### src/hw/rtl/ffa_pkg.sv
`timescale 1ns / 1ps
package ffa_pkg;

   typedef enum logic [1:0] {
      ST_OK      = 2'd0,
      ST_NO_FIT  = 2'd1,
      ST_BAD     = 2'd2,
      ST_FULL    = 2'd3
   } status_type;

   localparam logic MODE_ALLOC = 1'b0;
   localparam logic MODE_FREE  = 1'b1;

   typedef struct packed {
      logic        mode;
      logic [13:0] req_size;
      logic [13:0] free_offset;
   } req_type;

   typedef struct packed {
      logic [1:0]  status;
      logic [13:0] payload_offset;
   } rsp_type;

   typedef enum logic [3:0] {
      FSM_IDLE,
      FSM_RD,
      FSM_CHK,
      FSM_RDA,
      FSM_MODA,
      FSM_RDB,
      FSM_MODB,
      FSM_MODC,
      FSM_DONE
   } fsm_type;

endpackage

### src/hw/rtl/ffa_ram.sv
`timescale 1ns / 1ps
module ffa_ram #(
   parameter int WIDTH = 8,
   parameter int DEPTH = 64
) (
   input  logic                     clock,
   input  logic                     wr_en,
   input  logic [$clog2(DEPTH)-1:0] wr_addr,
   input  logic [WIDTH-1:0]         wr_data,
   input  logic [$clog2(DEPTH)-1:0] rd_addr,
   output logic [WIDTH-1:0]         rd_data
);

   logic [WIDTH-1:0] mem [DEPTH];

   always_ff @(posedge clock) begin
      if (wr_en) begin
         mem[wr_addr] <= wr_data;
      end
      rd_data <= mem[rd_addr];
   end

endmodule

### src/hw/rtl/first_fit_allocator.sv
`timescale 1ns / 1ps
// First-fit arena allocator with coalescing.
// Request words (req_valid/req_ready, req_data) carry a mode bit, a size for
// an allocate and a payload offset for a free. Every request returns exactly
// one response word (rsp_valid/rsp_ready, rsp_data) with a status and, for a
// successful allocate, the payload offset (segment start plus header).
// The segment table lives in one synchronous RAM with one entry per slot
// (start, size, free, next, prev); in-use flags are flip-flops so that the
// first unused slot is found by a priority search. Requests are handled one
// at a time. After the accepting edge state RD issues the first read, then
// the list walk (allocate) or the slot search (free) checks one entry per
// cycle, at most MAX_SEGMENTS entries. The neighbour updates then pass
// through RDA, MODA, RDB, MODB and MODC as the case needs, and DONE raises
// the response word. Reset empties the table to one free segment covering
// the whole arena; the other RAM entries are written before they are ever
// read, so no clearing pass is needed. When the receiver stalls the finished
// response word is held in the output register and the next request waits
// until it has left.
module first_fit_allocator #(
   parameter int ARENA_BYTES  = 16384,
   parameter int HEADER_BYTES = 16,
   parameter int MAX_SEGMENTS = 64
) (
   input  logic             clock,
   input  logic             reset,
   input  logic             req_valid,
   output logic             req_ready,
   input  ffa_pkg::req_type req_data,
   output logic             rsp_valid,
   input  logic             rsp_ready,
   output ffa_pkg::rsp_type rsp_data
);

   localparam int AW = $clog2(MAX_SEGMENTS);   // slot index bits
   localparam int OW = $clog2(ARENA_BYTES) + 1; // offsets at full precision
   localparam logic [OW-1:0] HDR = OW'(HEADER_BYTES);

   // One table entry. A link is valid when its flag is set.
   typedef struct packed {
      logic [OW-1:0] start;
      logic [OW-1:0] size;
      logic          free;
      logic          nxt_v;
      logic [AW-1:0] nxt;
      logic          prv_v;
      logic [AW-1:0] prv;
   } ent_type;
   localparam int EW = $bits(ent_type);

   ffa_pkg::fsm_type state_ff, state_in;
   logic [MAX_SEGMENTS-1:0] used_ff, used_in;
   logic [AW-1:0] cur_ff, cur_in;       // walk pointer / keeper slot
   logic [AW:0]   steps_ff, steps_in;
   ffa_pkg::req_type req_ff, req_in;
   ent_type ent_ff, ent_in;             // the entry being acted on
   logic [AW-1:0] ns_ff, ns_in;         // new or neighbour slot
   logic [AW-1:0] keep_ff, keep_in;     // old successor of a split segment
   logic          init_ff, init_in;     // slot zero still at reset value
   ffa_pkg::rsp_type rsp_ff, rsp_in;
   logic          rsp_valid_ff, rsp_valid_in;

   logic          wr_en;
   logic [AW-1:0] wr_addr, rd_addr;
   ent_type       wr_data, rd_raw, rd_ent;
   logic [AW-1:0] rd_addr_ff;

   ffa_ram #(.WIDTH(EW), .DEPTH(MAX_SEGMENTS)) u_table (
      .clock   (clock),
      .wr_en   (wr_en),
      .wr_addr (wr_addr),
      .wr_data (wr_data),
      .rd_addr (rd_addr),
      .rd_data (rd_raw)
   );

   // Slot zero reads as the whole free arena until it is first written.
   always_comb begin
      rd_ent = rd_raw;
      if (init_ff && rd_addr_ff == '0) begin
         rd_ent = '0;
         rd_ent.free = 1'b1;
         rd_ent.size = OW'(ARENA_BYTES) - HDR;
      end
   end

   logic          has_unused;
   logic [AW-1:0] first_unused;
   always_comb begin
      has_unused = 1'b0;
      first_unused = '0;
      for (int i = MAX_SEGMENTS - 1; i >= 0; i--) begin
         if (!used_ff[i]) begin
            has_unused = 1'b1;
            first_unused = AW'(i);
         end
      end
   end

   logic [OW-1:0] req_w, off_w;
   assign req_w = OW'(req_ff.req_size);
   assign off_w = OW'(req_ff.free_offset);

   // Decisions taken on the entry that has just been read.
   logic fit_w, split_w, hit_w, walk_more, scan_more;
   assign fit_w     = rd_ent.free && rd_ent.size >= req_w;
   assign split_w   = req_w + HDR <= rd_ent.size;
   assign hit_w     = used_ff[cur_ff] && !rd_ent.free && rd_ent.start + HDR == off_w;
   assign scan_more = (steps_ff + 1'b1) < (AW+1)'(MAX_SEGMENTS);
   assign walk_more = rd_ent.nxt_v && scan_more;

   assign req_ready = (state_ff == ffa_pkg::FSM_IDLE) && !rsp_valid_ff;
   assign rsp_valid = rsp_valid_ff;
   assign rsp_data  = rsp_ff;

   // Next state.
   always_comb begin
      state_in = state_ff;
      unique case (state_ff)
         ffa_pkg::FSM_IDLE: if (req_valid && req_ready) state_in = ffa_pkg::FSM_RD;
         ffa_pkg::FSM_RD:   state_in = ffa_pkg::FSM_CHK;
         ffa_pkg::FSM_CHK: begin
            if (req_ff.mode == ffa_pkg::MODE_ALLOC) begin
               if (fit_w) begin
                  if (split_w && !has_unused) begin
                     state_in = ffa_pkg::FSM_DONE;
                  end else if (split_w && rd_ent.nxt_v) begin
                     state_in = ffa_pkg::FSM_RDA;
                  end else begin
                     state_in = ffa_pkg::FSM_MODC;
                  end
               end else if (walk_more) begin
                  state_in = ffa_pkg::FSM_CHK;
               end else begin
                  state_in = ffa_pkg::FSM_DONE;
               end
            end else begin
               if (hit_w) begin
                  // Look at the predecessor first.
                  state_in = rd_ent.prv_v ? ffa_pkg::FSM_RDA : ffa_pkg::FSM_RDB;
               end else if (scan_more) begin
                  state_in = ffa_pkg::FSM_CHK;
               end else begin
                  state_in = ffa_pkg::FSM_DONE;
               end
            end
         end
         ffa_pkg::FSM_RDA:  state_in = ffa_pkg::FSM_MODA;
         ffa_pkg::FSM_MODA: state_in = (req_ff.mode == ffa_pkg::MODE_ALLOC) ?
                                       ffa_pkg::FSM_MODC : ffa_pkg::FSM_RDB;
         ffa_pkg::FSM_RDB:  state_in = ent_ff.nxt_v ? ffa_pkg::FSM_MODB : ffa_pkg::FSM_MODC;
         ffa_pkg::FSM_MODB: state_in = ffa_pkg::FSM_MODC;
         ffa_pkg::FSM_MODC: state_in = ffa_pkg::FSM_DONE;
         ffa_pkg::FSM_DONE: state_in = ffa_pkg::FSM_IDLE;
         default:           state_in = ffa_pkg::FSM_IDLE;
      endcase
   end

   // Datapath of the walk and the neighbour updates.
   always_comb begin
      used_in = used_ff;
      cur_in = cur_ff;
      steps_in = steps_ff;
      req_in = req_ff;
      ent_in = ent_ff;
      ns_in = ns_ff;
      keep_in = keep_ff;
      init_in = init_ff;
      rsp_in = rsp_ff;
      rsp_valid_in = rsp_valid_ff;
      wr_en = 1'b0;
      wr_addr = cur_ff;
      wr_data = ent_ff;
      rd_addr = cur_ff;
      if (rsp_valid_ff && rsp_ready) rsp_valid_in = 1'b0;
      unique case (state_ff)
         ffa_pkg::FSM_IDLE: begin
            if (req_valid && req_ready) begin
               req_in = req_data;
               steps_in = '0;
               cur_in = '0;
               rsp_in = '0;
            end
         end
         ffa_pkg::FSM_RD: begin
            rd_addr = cur_ff;
         end
         ffa_pkg::FSM_CHK: begin
            ent_in = rd_ent;
            if (req_ff.mode == ffa_pkg::MODE_ALLOC) begin
               if (fit_w) begin
                  if (split_w) begin
                     if (!has_unused) begin
                        rsp_in.status = ffa_pkg::ST_FULL;
                     end else begin
                        // Split: write the new free remainder first.
                        ns_in = first_unused;
                        used_in[first_unused] = 1'b1;
                        wr_en = 1'b1;
                        wr_addr = first_unused;
                        wr_data.start = rd_ent.start + HDR + req_w;
                        wr_data.size  = rd_ent.size - HDR - req_w;
                        wr_data.free  = 1'b1;
                        wr_data.nxt_v = rd_ent.nxt_v;
                        wr_data.nxt   = rd_ent.nxt;
                        wr_data.prv_v = 1'b1;
                        wr_data.prv   = cur_ff;
                        ent_in.size  = req_w;
                        ent_in.free  = 1'b0;
                        ent_in.nxt_v = 1'b1;
                        ent_in.nxt   = first_unused;
                        keep_in = rd_ent.nxt;
                        rsp_in.payload_offset = 14'(rd_ent.start + HDR);
                     end
                  end else begin
                     ent_in.free = 1'b0;
                     rsp_in.payload_offset = 14'(rd_ent.start + HDR);
                  end
               end else if (walk_more) begin
                  cur_in = rd_ent.nxt;
                  steps_in = steps_ff + 1'b1;
                  rd_addr = rd_ent.nxt;
               end else begin
                  rsp_in.status = ffa_pkg::ST_NO_FIT;
               end
            end else if (!hit_w) begin
               if (scan_more) begin
                  cur_in = cur_ff + 1'b1;
                  steps_in = steps_ff + 1'b1;
                  rd_addr = cur_ff + 1'b1;
               end else begin
                  rsp_in.status = ffa_pkg::ST_BAD;
               end
            end
         end
         ffa_pkg::FSM_RDA: begin
            // Allocate: read old successor; free: read predecessor.
            rd_addr = (req_ff.mode == ffa_pkg::MODE_ALLOC) ? keep_ff : ent_ff.prv;
         end
         ffa_pkg::FSM_MODA: begin
            if (req_ff.mode == ffa_pkg::MODE_ALLOC) begin
               wr_en = 1'b1;
               wr_addr = keep_ff;
               wr_data = rd_ent;
               wr_data.prv_v = 1'b1;
               wr_data.prv = ns_ff;
               if (keep_ff == '0) init_in = 1'b0;
            end else if (rd_ent.free) begin
               // The free predecessor becomes the keeper; release this slot.
               ent_in = rd_ent;
               ent_in.size = rd_ent.size + HDR + ent_ff.size;
               ent_in.nxt_v = ent_ff.nxt_v;
               ent_in.nxt = ent_ff.nxt;
               used_in[cur_ff] = 1'b0;
               cur_in = ent_ff.prv;
            end
         end
         ffa_pkg::FSM_RDB: begin
            // The keeper is free; look at its successor.
            ent_in.free = 1'b1;
            rd_addr = ent_ff.nxt;
            ns_in = ent_ff.nxt;
         end
         ffa_pkg::FSM_MODB: begin
            if (rd_ent.free) begin
               // Absorb the successor into the keeper.
               ent_in.size = ent_ff.size + HDR + rd_ent.size;
               ent_in.nxt_v = rd_ent.nxt_v;
               ent_in.nxt = rd_ent.nxt;
               used_in[ns_ff] = 1'b0;
               ns_in = rd_ent.nxt;
            end
         end
         ffa_pkg::FSM_MODC: begin
            // Write the keeper and fetch the segment that now follows it.
            wr_en = 1'b1;
            wr_addr = cur_ff;
            wr_data = ent_ff;
            if (cur_ff == '0) init_in = 1'b0;
            rd_addr = ns_ff;
         end
         ffa_pkg::FSM_DONE: begin
            // After a successful free the following segment points back at
            // the keeper.
            if (req_ff.mode == ffa_pkg::MODE_FREE && rsp_ff.status == ffa_pkg::ST_OK
                && ent_ff.nxt_v) begin
               wr_en = 1'b1;
               wr_addr = ns_ff;
               wr_data = rd_ent;
               wr_data.prv_v = 1'b1;
               wr_data.prv = cur_ff;
               if (ns_ff == '0) init_in = 1'b0;
            end
            rsp_valid_in = 1'b1;
         end
         default: ;
      endcase
   end

   always_ff @(posedge clock) begin
      if (reset) begin
         state_ff <= ffa_pkg::FSM_IDLE;
         used_ff <= MAX_SEGMENTS'(1);
         init_ff <= 1'b1;
         rsp_valid_ff <= 1'b0;
      end else begin
         state_ff <= state_in;
         used_ff <= used_in;
         init_ff <= init_in;
         rsp_valid_ff <= rsp_valid_in;
      end
      cur_ff <= cur_in;
      steps_ff <= steps_in;
      req_ff <= req_in;
      ent_ff <= ent_in;
      ns_ff <= ns_in;
      keep_ff <= keep_in;
      rsp_ff <= rsp_in;
      rd_addr_ff <= rd_addr;
   end

`ifndef NO_ASSERTIONS
   a_slot0_used: assert property (@(posedge clock) disable iff (reset) used_ff[0])
      else $error("slot zero released");
   a_one_rsp: assert property (@(posedge clock) disable iff (reset)
      rsp_valid_ff |-> !(req_valid && req_ready))
      else $error("request taken while response pending");
   a_done_rsp: assert property (@(posedge clock) disable iff (reset)
      state_ff == ffa_pkg::FSM_DONE |=> rsp_valid_ff)
      else $error("finished item without response");
`endif

endmodule

### config.mk
export PLATFORM = sky130hd
export DESIGN_NAME = first_fit_allocator
export DESIGN_NICKNAME = d
export VERILOG_FILES = /design/src/hw/rtl/ffa_pkg.sv /design/src/hw/rtl/ffa_ram.sv /design/src/hw/rtl/first_fit_allocator.sv
export SDC_FILE = /design/constraint.sdc
export NUM_CORES = 2
export LEC_CHECK = 0
export BUFFER_PORTS_ARGS = -buffer_cell sky130_fd_sc_hd__buf_2
export CAP_MARGIN = 20
export CORE_MARGIN = 2
export CORE_UTILIZATION = 47
export CTS_CLUSTER_SIZE = 20
export DETAILED_ROUTE_END_ITERATION = 6
export SYNTH_ARGS = -nofsm -noshare
export SYNTH_HDL_FRONTEND = slang
export SYNTH_SLANG_ARGS = --single-unit
### constraint.sdc
create_clock -name clock -period 17 [get_ports clock]
set_input_delay 0.85 -clock clock [delete_from_list [all_inputs] [get_ports clock]]
set_output_delay 0.85 -clock clock [all_outputs]
set_load 0.01 [all_outputs]
==> results.json <==
{
  "power_density_mw_per_mm2": 177,
  "worstReg2RegStart": "rd_addr_ff[3]",
  "ys_seq_area_frac": 0.730,
  "required_ns": 17.81,
  "drt_wl_total_microns": 433000,
  "wl_met2_microns": 196000,
  "async_reset_ff_frac": 0,
  "cts-resized-gates": 0,
  "grt_pass1_vias": 72193,
  "skew_ns": 0.0804,
  "slowest_stage": "buf_4",
  "ys_ff_latch": 3116,
  "synth_edf_count": 2995,
  "h-tree-depth": 5,
  "placed_cells": 10692,
  "end_kind": "register",
  "antenna_found_initial": 39,
  "rrSetupSlack_ns": 7.38,
  "clk_pin_slew_ns": 0.06,
  "dr_wl_met3_microns": 53200,
  "ctsHoldBuffers": 0,
  "avgRoutedWirePerCell_microns": 38.3,
  "synth.area.top_cells": "edfxtp_1, mux4_2, dfxtp_1, mux2i_1, nand2_1",
  "start_util": 0.472,
  "period_share": 0.566,
  "drv_cap": 0,
  "nets": 7620,
  "met1Wirelength_microns": 162000,
  "crit_path_cell_trace": "nor4_1 -> nand2_2 -> buf_4 -> nand2_1 -> inv_1 -> ha_1 -> o211ai_1 -> a311oi_1 -> a2111oi_0 -> buf_2 -> nor3_1 -> nand3_1 -> o311a_1 -> a31o_4 -> buf_4 -> inv_8 -> buf_4 -> buf_12 -> buf_4 -> mux4_2 -> a22o_1 -> a2111oi_0 -> nand4_1",
  "fillCellCount": 20895,
  "die_h_microns": 523,
  "critPathTopFamily": "buffers and inverters",
  "hold_viol_final": 0,
  "outcome": "complete, but fails checks",
  "peakVddDrop_mv": 0.164,
  "tightest_slew_ns": 1.25,
  "slew_headroom": 0.162,
  "rows": 190,
  "io_buffers": 50,
  "violations": "DRC",
  "ctsRootBufferMaster": "clkbuf_16",
  "period_minus_slack_ns": 9.62,
  "fin_tns_setup_ns": 0,
  "ff_latch_area_sq_mm": 0.0924,
  "final_util": 0.535,
  "rsz0062_at_grt": "no",
  "holdPathStages": 1,
  "drcViolationCount": 13,
  "r2r_end": "u_table.rd_data[5]",
  "avgSynthCellArea_sq_um": 17.6,
  "die_w_microns": 523,
  "grt_pass1_wl_microns": 590000,
  "synthCells": 7197,
  "fmax_ghz": 0.104,
  "worst_path_most_repeated_cell": "buf_4",
  "cp.arrival_ns": 10.44,
  "ioPinCount": 51,
  "hp-class": "in -> reg",
  "insertion_delay_ns": 0.98,
  "crit_type": "reg -> reg",
  "gp_congestion": 0.948,
  "synth.top_cell.area_share": 0.711,
  "post_cts_buffers": 0,
  "top_layer": "met5",
  "first_pass_iters": 7,
  "cts_tree": "built",
  "yosysTopAreaCell": "edfxtp_1",
  "cts.sinks": 3116,
  "syn_nets": 7338,
  "coreArea_sq_mm": 0.268,
  "grt_use_total": 0.314,
  "drive_gt1_frac": 0.205,
  "cp-start-kind": "register",
  "netlist_area_sq_mm": 0.127,
  "drtIter0Drc": 12794,
  "finalMaxSlewViolations": 0,
  "hold_end": "off_w[11]",
  "hp-start": "req_data[11]",
  "setup_viol": 0,
  "final_cells": 11296,
  "cp_max_fo": 129,
  "yosys_warnings": 0,
  "reg2regPathDepth": 23,
  "numCtsBuffers": 333,
  "num_vias": 76128,
  "area.growth.synth_to_final_pct": 13.3,
  "die-area_sq_mm": 0.273,
  "max_stage_delay_ns": 0.84,
  "power.leakage_nw": 46.6,
  "crit_path_start": "rd_addr_ff[3]",
  "grt_overflow": 0,
  "route.antenna.remaining_nets": 0,
  "dp_hpwl_microns": 239000,
  "synthFlopType": "edfxtp_1",
  "multi_input_area_sq_mm": 0.0327,
  "post_synth_num_cell_types": 100,
  "cts_buffer_depth": 4,
  "vias_per_cell": 6.74,
  "crit_buf_inv": 8,
  "grt_max_degree": 142
}
[synth_stat cells, types with 26 or more instances]
cell / instances
a211oi_1: 42
a21oi_1: 244
a22oi_1: 204
a31oi_1: 50
and2_1: 31
and3_1: 73
buf_2: 147
buf_4: 41
clkbuf_1: 174
dfxtp_1: 121
edfxtp_1: 2995
ha_1: 103
inv_1: 131
mux2i_1: 229
mux4_2: 568
nand2_1: 608
nand3_1: 236
nand4_1: 89
nor2_1: 170
nor3_1: 128
nor4_1: 44
o211ai_1: 26
o21ai_0: 123
o221ai_1: 51
or3_1: 30
xnor2_1: 36
[state kept, by name, summed over array words and instances (netlist names), 4 cells and up]
name and cells:
used_ff 64, rd_addr_ff 6, rsp_data 16, keep_ff 6
u_table.rd_data 45, steps_ff 7, off_w 14, ns_ff 6
u_table.mem 2880, state_ff 4, ent_ff 45, req_ff 15
cur_ff 6
[cells by family after synthesis]
logic type	share of synthesized area
simple gates	0.0587
buf+inv	0.0202
flops	0.730
compound gates	0.0559
mux	0.121
fa+ha+maj	0.0110
xor+xnor	0.00373
[metrics by stage]
stage / instance area, sq um / setup slack [ns] / hold slack (ns) / power [W]
2_1_floorplan: 127000 / 7.04 / 0.455 / 0.0153
3_3_place_gp: 133000 / 7.89 / 0.481 / 0.0182
3_5_place_dp: 133000 / 7.57 / 0.503 / 0.0183
4_1_cts: 143000 / 7.52 / 0.00453 / 0.0254
5_1_grt: 143000 / 6.94 / 0.0253 / 0.0262
6_report: 143000 / 7.38 / 0.0550 / 0.0254
[worst max-delay path by stage]
| stage | slack [ns] | depth (start not counted) | to |
|---|---|---|---|
| after global routing | 6.94 | 22 | u_table.rd_data[5] |
| after global placement | 7.89 | 23 | u_table.rd_data[18] |
| after CTS | 7.52 | 23 | u_table.rd_data[5] |
| after floorplan | 7.04 | 21 | u_table.mem[30][0] |
| after detailed placement | 7.57 | 23 | u_table.rd_data[5] |
| final | 7.38 | 23 | u_table.rd_data[5] |
[layout by cell type, fill, tap and decap left out, types with 24 or more instances in the layout]
cell type / n
o211ai_1: 26
clkbuf_1: 75
inv_1: 128
or4_1: 24
nor3_2: 42
dfxtp_1: 121
clkinv_2: 55
ha_1: 103
a31oi_1: 50
nand2_1: 604
a22o_1: 24
or3_1: 30
mux2i_1: 229
o22ai_1: 24
o21ai_0: 102
edfxtp_1: 2995
nand4_1: 89
nand3_1: 232
buf_2: 51
a22oi_1: 204
mux4_2: 568
nor4_2: 34
nor3_1: 86
buf_4: 288
xnor2_1: 36
a211oi_1: 39
and3_1: 72
clkinv_1: 49
bufinv_16: 31
o221ai_1: 38
clkbuf_16: 339
nor2_1: 161
a21oi_1: 241
[final cells by class]
class                      count  share of cell area
antenna                       13            0.000227
clock buffer                 430              0.0627
clock inverter               157              0.0111
inverter                     136             0.00370
multi-input combinational   3540               0.228
sequential                  3116               0.645
tap                         3552              0.0310
timing repair buffer         352              0.0185
[where the power goes]
part,leakage (nW),switching [W],internal (W)
clock network,5.18,0.00297,0.00419
logic,13.5,0.00554,0.00299
registers,28.0,0.000319,0.00941
total,46.6,0.00883,0.0166
[routing by layer]
metal  vias up  GRT usage
met5         -          0
met4        22      0.137
met3      1070     0.0799
met2      5306      0.476
met1     39943      0.431
li1      29787          -
Power figures use the tool's default switching activity.
